==> config.mk <==
export PLATFORM = sky130hd
export DESIGN_NAME = radiogatun32_hash_top
export DESIGN_NICKNAME = d
export VERILOG_FILES = /design/src/design/rg32_pkg.sv /design/src/design/rg32_datapath.sv /design/src/design/rg32_ctrl.sv /design/src/design/radiogatun32_hash_top.sv
export SDC_FILE = /design/constraint.sdc
export NUM_CORES = 2
export LEC_CHECK = 0
export ABC_AREA = 0
export CAP_MARGIN = 20
export CORE_MARGIN = 4
export CORE_UTILIZATION = 64
export DETAILED_ROUTE_END_ITERATION = 6
export DONT_BUFFER_PORTS = 1
export HOLD_SLACK_MARGIN = 0.05
export MAX_ROUTING_LAYER = met4
export PLACE_DENSITY = 0.78
export RECOVER_POWER = 25
export SYNTH_ARGS = -nofsm -noshare
export SYNTH_HDL_FRONTEND = slang
export SYNTH_SLANG_ARGS = --single-unit
==> constraint.sdc <==
create_clock -name clk -period 3.4 [get_ports clk]
set_input_delay 0 -clock clk [delete_from_list [all_inputs] [get_ports clk]]
set_output_delay 0 -clock clk [all_outputs]
set_load 0.1 [all_outputs]
==> src/design/rg32_pkg.sv <==
// Shared constants and controller-to-datapath command type for the RadioGatun[32] engine.
package rg32_pkg;

    localparam int MILL_LEN     = 19;
    localparam int BELT_COLS    = 13;
    localparam int BELT_ROWS    = 3;
    localparam int BLANK_ROUNDS = 16;
    localparam int OUT_ROUNDS   = 4;
    localparam int CNT_W        = $clog2(BLANK_ROUNDS);

    typedef struct packed {
        logic absorb;    // xor the input word into belt and mill
        logic round;     // run one belt-mill round
        logic load_out;  // capture mill words 1 and 2 into the output register
        logic out_last;  // this capture is the last digest pair
        logic clear;     // return mill and belt to zero
    } rg32_cmd_t;

endpackage

==> src/design/rg32_datapath.sv <==
// Mill, belt, input padding and digest output register of the RadioGatun[32] engine.
module rg32_datapath (
    input  logic                clk,
    input  logic                rst_n,
    input  rg32_pkg::rg32_cmd_t cmd,
    input  logic [31:0]         block_word0,
    input  logic [31:0]         block_word1,
    input  logic [31:0]         block_word2,
    input  logic                final_block,
    input  logic [3:0]          valid_bytes,
    output logic [31:0]         digest_lo_word,
    output logic [31:0]         digest_hi_word,
    output logic                digest_end
);
    import rg32_pkg::*;

    localparam int BLK_BYTES = 4 * BELT_ROWS;
    localparam logic [3:0] MAX_VALID = 4'(BLK_BYTES - 1);
    localparam logic [7:0] PAD_BYTE  = 8'h01;
    localparam int ROT [MILL_LEN] = '{0, 1, 3, 6, 10, 15, 21, 28, 4, 13, 23, 2, 14, 27, 9,
                                      24, 8, 25, 11};

    logic [31:0] mill_reg  [MILL_LEN];
    logic [31:0] mill_in   [MILL_LEN];
    logic [31:0] mill_t    [MILL_LEN];
    logic [31:0] mill_next [MILL_LEN];
    logic [31:0] belt_reg  [BELT_ROWS][BELT_COLS];
    logic [31:0] belt_in   [BELT_ROWS][BELT_COLS];
    logic [31:0] belt_x    [BELT_ROWS][BELT_COLS];
    logic [31:0] belt_next [BELT_ROWS][BELT_COLS];

    logic [8*BLK_BYTES-1:0] blk_raw;
    logic [8*BLK_BYTES-1:0] blk_pad;
    logic [31:0]            w [BELT_ROWS];
    logic [3:0]             nbytes;

    logic [31:0] digest_lo_reg;
    logic [31:0] digest_hi_reg;
    logic        digest_end_reg;

    // padding of the final block: keep bytes below the count, pad byte at the count, zero above
    assign blk_raw = {block_word2, block_word1, block_word0};
    assign nbytes  = (valid_bytes > MAX_VALID) ? MAX_VALID : valid_bytes;

    for (genvar k = 0; k < BLK_BYTES; k++) begin : g_pad
        assign blk_pad[8*k +: 8] = (!final_block || (4'(k) < nbytes)) ? blk_raw[8*k +: 8] :
                                   (4'(k) == nbytes) ? PAD_BYTE : 8'h00;
    end

    for (genvar r = 0; r < BELT_ROWS; r++) begin : g_word
        assign w[r] = blk_pad[32*r +: 32];
    end

    // absorb into logical column 0 and mill words 16..18
    for (genvar i = 0; i < MILL_LEN; i++) begin : g_mill_in
        if (i >= MILL_LEN - BELT_ROWS) begin : g_abs
            assign mill_in[i] = cmd.absorb ? (mill_reg[i] ^ w[i-(MILL_LEN-BELT_ROWS)])
                                           : mill_reg[i];
        end
        else begin : g_pass
            assign mill_in[i] = mill_reg[i];
        end
    end

    // belt is kept in logical order; the offset rotation becomes a column shift
    for (genvar r = 0; r < BELT_ROWS; r++) begin : g_belt_r
        for (genvar c = 0; c < BELT_COLS; c++) begin : g_belt_c
            localparam bit HIT = (c < BELT_COLS - 1) && ((c % BELT_ROWS) == r);
            if (c == 0) begin : g_c0
                assign belt_in[r][c] = cmd.absorb ? (belt_reg[r][c] ^ w[r]) : belt_reg[r][c];
            end
            else begin : g_cn
                assign belt_in[r][c] = belt_reg[r][c];
            end
            if (HIT) begin : g_feed
                assign belt_x[r][c] = belt_in[r][c] ^ mill_in[c+1];
            end
            else begin : g_keep
                assign belt_x[r][c] = belt_in[r][c];
            end
            if (c == 0) begin : g_wrap
                assign belt_next[r][c] = belt_x[r][BELT_COLS-1];
            end
            else begin : g_shift
                assign belt_next[r][c] = belt_x[r][c-1];
            end
        end
    end

    // mill: gamma, pi and theta, then iota and the belt feedback
    for (genvar i = 0; i < MILL_LEN; i++) begin : g_gamma
        localparam int J  = (7 * i) % MILL_LEN;
        localparam int J1 = (J + 1) % MILL_LEN;
        localparam int J2 = (J + 2) % MILL_LEN;
        localparam int R  = ROT[i];
        logic [31:0] x;
        logic [63:0] dbl;
        assign x         = mill_in[J] ^ (mill_in[J1] | ~mill_in[J2]);
        assign dbl       = {x, x};
        assign mill_t[i] = dbl[R +: 32];
    end

    for (genvar i = 0; i < MILL_LEN; i++) begin : g_theta
        localparam int I1 = (i + 1) % MILL_LEN;
        localparam int I4 = (i + 4) % MILL_LEN;
        logic [31:0] mix;
        assign mix = mill_t[i] ^ mill_t[I1] ^ mill_t[I4];
        if (i == 0) begin : g_iota
            assign mill_next[i] = mix ^ 32'h1;
        end
        else if ((i >= BELT_COLS) && (i < BELT_COLS + BELT_ROWS)) begin : g_fb
            assign mill_next[i] = mix ^ belt_in[i-BELT_COLS][BELT_COLS-1];
        end
        else begin : g_plain
            assign mill_next[i] = mix;
        end
    end

    always_ff @(posedge clk or negedge rst_n)
    begin
        if (!rst_n)
        begin
            for (int i = 0; i < MILL_LEN; i++)
            begin
                mill_reg[i] <= '0;
            end
            for (int r = 0; r < BELT_ROWS; r++)
            begin
                for (int c = 0; c < BELT_COLS; c++)
                begin
                    belt_reg[r][c] <= '0;
                end
            end
        end
        else if (cmd.clear)
        begin
            for (int i = 0; i < MILL_LEN; i++)
            begin
                mill_reg[i] <= '0;
            end
            for (int r = 0; r < BELT_ROWS; r++)
            begin
                for (int c = 0; c < BELT_COLS; c++)
                begin
                    belt_reg[r][c] <= '0;
                end
            end
        end
        else if (cmd.round)
        begin
            mill_reg  <= mill_next;
            belt_reg  <= belt_next;
        end
    end

    always_ff @(posedge clk)
    begin
        if (cmd.load_out)
        begin
            digest_lo_reg  <= mill_next[1];
            digest_hi_reg  <= mill_next[2];
            digest_end_reg <= cmd.out_last;
        end
    end

    assign digest_lo_word = digest_lo_reg;
    assign digest_hi_word = digest_hi_reg;
    assign digest_end     = digest_end_reg;

endmodule

==> src/design/rg32_ctrl.sv <==
// Round sequencer and output handshake control for the RadioGatun[32] engine.
module rg32_ctrl (
    input  logic                clk,
    input  logic                rst_n,
    input  logic                in_valid,
    input  logic                final_block,
    input  logic                out_stall,
    output logic                in_stall,
    output logic                out_valid,
    output rg32_pkg::rg32_cmd_t cmd
);
    import rg32_pkg::*;

    typedef enum logic [1:0] {
        ST_ABSORB,
        ST_BLANK,
        ST_OUTPUT
    } state_t;

    state_t           state_reg,     state_next;
    logic [CNT_W-1:0] cnt_reg,       cnt_next;
    logic             out_valid_reg, out_valid_next;
    logic             out_free;

    assign out_free = !out_valid_reg || !out_stall;

    always_comb
    begin
        state_next     = state_reg;
        cnt_next       = cnt_reg;
        cmd            = '0;
        out_valid_next = (out_valid_reg && !out_stall) ? 1'b0 : out_valid_reg;
        unique case (state_reg)
            ST_ABSORB:
            begin
                if (in_valid)
                begin
                    cmd.absorb = 1'b1;
                    cmd.round  = 1'b1;
                    if (final_block)
                    begin
                        state_next = ST_BLANK;
                        cnt_next   = '0;
                    end
                end
            end
            ST_BLANK:
            begin
                cmd.round = 1'b1;
                cnt_next  = cnt_reg + 1'b1;
                if (cnt_reg == CNT_W'(BLANK_ROUNDS - 1))
                begin
                    state_next = ST_OUTPUT;
                    cnt_next   = '0;
                end
            end
            ST_OUTPUT:
            begin
                if (out_free)
                begin
                    cmd.round      = 1'b1;
                    cmd.load_out   = 1'b1;
                    out_valid_next = 1'b1;
                    cnt_next       = cnt_reg + 1'b1;
                    if (cnt_reg == CNT_W'(OUT_ROUNDS - 1))
                    begin
                        cmd.out_last = 1'b1;
                        cmd.clear    = 1'b1;
                        state_next   = ST_ABSORB;
                        cnt_next     = '0;
                    end
                end
            end
            default:
            begin
                state_next = ST_ABSORB;
                cnt_next   = '0;
            end
        endcase
    end

    always_ff @(posedge clk or negedge rst_n)
    begin
        if (!rst_n)
        begin
            state_reg     <= ST_ABSORB;
            cnt_reg       <= '0;
            out_valid_reg <= 1'b0;
        end
        else
        begin
            state_reg     <= state_next;
            cnt_reg       <= cnt_next;
            out_valid_reg <= out_valid_next;
        end
    end

    assign in_stall  = (state_reg != ST_ABSORB);
    assign out_valid = out_valid_reg;

endmodule

==> src/design/radiogatun32_hash_top.sv <==
// Top level of the RadioGatun[32] hash engine: sequencer plus mill/belt datapath.
//
// Input channel (in_valid / in_stall): one 12-byte message block per word, three
// little-endian 32-bit words. final_block marks the last block; valid_bytes
// (0..11, larger values read as 11) gives its message bytes and the pad byte
// follows them. A message whose length is a multiple of 12 ends with an extra
// final word of count 0.
// Output channel (out_valid / out_stall): four digest pairs per message, mill
// words 1 and 2 after each output round; digest_end marks the fourth pair.
// Sequence: a non-final word takes one belt-mill round. A final word takes the
// absorb round, 16 blank rounds and 4 output rounds. The first digest pair is
// captured in the first output round and is registered; the others follow one
// a cycle while the receiver does not stall. in_stall stays high from the final
// word until the last output round has run; the round datapath sets the rate.
// A stalled receiver holds the output register and pauses the output rounds.
// Reset clears mill, belt and sequencer; the engine clears itself again after
// each digest, so the next word starts a new message.
module radiogatun32_hash_top (
    input  logic        clk,
    input  logic        rst_n,
    input  logic        in_valid,
    output logic        in_stall,
    input  logic [31:0] block_word0,
    input  logic [31:0] block_word1,
    input  logic [31:0] block_word2,
    input  logic        final_block,
    input  logic [3:0]  valid_bytes,
    output logic        out_valid,
    input  logic        out_stall,
    output logic [31:0] digest_lo_word,
    output logic [31:0] digest_hi_word,
    output logic        digest_end
);
    import rg32_pkg::*;

    rg32_cmd_t cmd;

    rg32_ctrl u_ctrl (
        .clk         (clk),
        .rst_n       (rst_n),
        .in_valid    (in_valid),
        .final_block (final_block),
        .out_stall   (out_stall),
        .in_stall    (in_stall),
        .out_valid   (out_valid),
        .cmd         (cmd)
    );

    rg32_datapath u_dp (
        .clk            (clk),
        .rst_n          (rst_n),
        .cmd            (cmd),
        .block_word0    (block_word0),
        .block_word1    (block_word1),
        .block_word2    (block_word2),
        .final_block    (final_block),
        .valid_bytes    (valid_bytes),
        .digest_lo_word (digest_lo_word),
        .digest_hi_word (digest_hi_word),
        .digest_end     (digest_end)
    );

    a_clear_on_last: assert property (@(posedge clk) disable iff (!rst_n)
        cmd.clear |-> (cmd.load_out && cmd.out_last))
        else $error("state cleared outside the last output round");

    a_no_absorb_in_output: assert property (@(posedge clk) disable iff (!rst_n)
        (in_valid && !in_stall) |-> !cmd.load_out)
        else $error("input word taken during an output round");

    a_load_shows_valid: assert property (@(posedge clk) disable iff (!rst_n)
        cmd.load_out |=> out_valid)
        else $error("digest pair loaded but not presented");

    a_no_overwrite: assert property (@(posedge clk) disable iff (!rst_n)
        (out_valid && out_stall) |-> !cmd.load_out)
        else $error("output register overwritten while stalled");

endmodule
==> impl_metrics.py <==
metrics = {
    "place": {
        "post_dp_cell_area_mm2": 0.1009,
        "port_buffers": 0,
        "placed_cells": 10590,
        "gp_congestion": 1.107,
        "dpl.hpwl_um": 291200,
    },
    "synthesis": {
        "synth.top_cells.by_area": "dfrtp_1 49%, xnor2_1 17%, a22o_1 8.3%, o21ai_0 5.1%, xor2_1 5.0%",
        "synth_flop_cell": "dfrtp_1",
        "synth_top_area_share_pct": 49.42,
        "syn_nets": 8637,
        "ys_async_sr_fraction_pct": 96.63,
        "synth_edf_count": 65,
        "synth_top_cells_by_count": "1863 x dfrtp_1, 1840 x xnor2_1, 1013 x nand2_1",
        "yosysWarnings": 0,
        "synth-seq-cells": 1928,
        "syn_inst": 8526,
        "yosysSeqAreaShare_pct": 51.49,
        "synthMostInstantiatedCell": "dfrtp_1",
        "netlist_area_mm2": 0.09433,
        "avgSynthCellArea_um2": 11.06,
        "yosys.area.top_type": "dfrtp_1",
        "yosys.cell_types.count": 66,
    },
    "routing": {
        "via_count": 74380,
        "wl_per_cell_um": 35.58,
        "routed_wl_um": 396700,
        "drcViolationCount": 0,
        "viasPerCell": 6.670,
        "firstDrtPassIters": 6,
        "drtIter0Drc": 11100,
        "antenna_left": 0,
    },
    "clocking": {
        "path_clk_slew_ps": 70,
        "cts_buffer_depth": 3,
        "htreeDepth": 4,
        "cts.sinks": 1928,
        "cts_made_buffers": 194,
        "cts_tree": "yes",
        "clock_latency_ps": 850,
        "root_buffer": "clkbuf_16",
    },
    "floorplanning": {
        "ios": 172,
        "initial_utilization_pct": 64.57,
        "core_mm2": 0.1461,
        "die_x_um": 391.9,
        "num_rows": 140,
        "die_area_mm2": 0.1536,
        "fp.dieH_um": 391.9,
    },
    "timing": {
        "tns_ps": -78.14,
        "slew_viol_final": 39,
        "finalHoldViolCount": 0,
        "max_freq_mhz": 292.2,
        "fin_ws_ps": -22.12,
        "slew_headroom_pct": -110.7,
        "min_period_ps": 3422,
        "clock_skew_ps": 53.68,
        "worst_slew_pin_slew_ps": 3161,
        "setup-violations-final": 9,
        "holdWs_ps": 89.11,
        "fin_crit_sh_pct": 100.7,
    },
    "worst_setup_path": {
        "worstPathRequired_ps": 4150,
        "crit_fanout": 16,
        "r2r-start": "u_ctrl.state_reg[0]",
        "start_kind": "flop",
        "reg2reg_slack_ps": -20,
        "crit_arrival_ps": 4170,
        "reg2regPathDepth": 12,
        "critPathCapture": "u_dp.mill_in[310]",
        "cp-end-kind": "flop",
        "reg2reg_to": "u_dp.mill_in[310]",
        "crit_path_start": "u_ctrl.state_reg[0]",
        "worstSetupPathType": "flop to flop",
    },
    "job": {
        "maxCapViolCount": 1,
    },
    "min_path": {
        "hold_class": "input port to flop",
    },
    "layout": {
        "largest_register_ffs": 1152,
        "area_delta_synth_final_pct": 15.77,
        "final_nets": 9121,
        "finalInstanceArea_mm2": 0.1092,
        "instances_no_fill": 11150,
        "drive_gt1_share_pct": 11.26,
    },
    "run_status": {
        "violations": "max-capacitance violations, max-slew violations, negative setup slack",
        "status": "finished with violations",
    },
    "global_route": {
        "grt.total_usage_pct": 52.99,
        "grt_overflow": 0,
        "grt_pass1_wl_um": 553000,
        "grt_start_max_net_pins": 125,
        "antenna_found_initial": 47,
        "grt_pass1_vias": 72410,
    },
}
## timing repair
action / 4_1_cts / 5_1_grt
hold buffers: 138 / 0
hold endpoints to repair: 1922 / 0
setup buffers: 0 / 1
pin swaps: 0 / 1
setup endpoints to repair: 5 / 68
gates cloned: 0 / 0
resized for setup: 4 / 19
## metrics by stage
stage,utilization [%],worst slack [ps]
3_3_place_gp,69.03,29.23
2_1_floorplan,-,552.7
5_1_grt,74.73,-25.44
6_report,74.75,-22.12
3_5_place_dp,69.05,-66.81
4_1_cts,74.64,26.84
## per-layer routing
metal  wire, um  up-vias  GRT usage, %
met5          0        -             -
met4      36830        0         35.99
met3      56180     1335         19.37
met2     164200     5731         73.21
met1     139500    37550         65.03
li1           -    29770             -
## how the worst min path moves through the flow
stage	from	to	cells after the start
after detailed placement	rst_n	u_dp.belt_in[50]	1
final	valid_bytes[3]	u_dp.belt_in[792]	5
after global routing	block_word0[16]	u_dp.belt_in[1200]	4
after global placement	rst_n	u_dp.belt_in[50]	1
after CTS	block_word2[24]	u_dp.belt_in[376]	5
after floorplan	rst_n	u_ctrl.cnt_reg[0]	0
## cell type report
cell class	instances	area [um2]
fill	9273	36890
timing repair buffer	740	6730
inverter	19	73.82
clock inverter	74	1050
sequential	1928	48570
multi-input combinational	6127	44550
clock buffer	288	5682
tap	1917	2399
antenna	58	145.1
## cell families after synthesis
group	count (synthesis)	synth area share (%)
fa+ha+maj	6	0.07958
flops	1928	51.49
xor+xnor	2444	23.54
mux	12	0.1300
simple gates	1724	8.684
buf+inv	471	1.942
compound gates	1941	14.13
## cells in the final DEF (no fill, tap or decap), types with 84 or more instances in the layout
master | Yosys | layout
a22o_1 | 891 | 891
buf_4 | 2 | 493
clkbuf_16 | 0 | 197
dfrtp_1 | 1863 | 1863
dlygate4sd3_1 | 0 | 137
nand2_1 | 1013 | 1013
nor2b_1 | 502 | 500
o21ai_0 | 968 | 968
xnor2_1 | 1840 | 1775
xnor2_2 | 22 | 84
xor2_1 | 534 | 528
## critical path, stage by stage (launching register included)
cell and delay (ps):
dfrtp_1 430, inv_1 170, ha_2 240, and2_4 190
buf_12 190, buf_4 170, o2111ai_2 130, xor2_1 390
nor2b_1 140, buf_4 160, xnor2_1 710, xnor2_1 150
o21ai_0 190
Power is not shown: default switching activity piles up to over one toggle a cycle in this logic, so the estimate is an artifact.
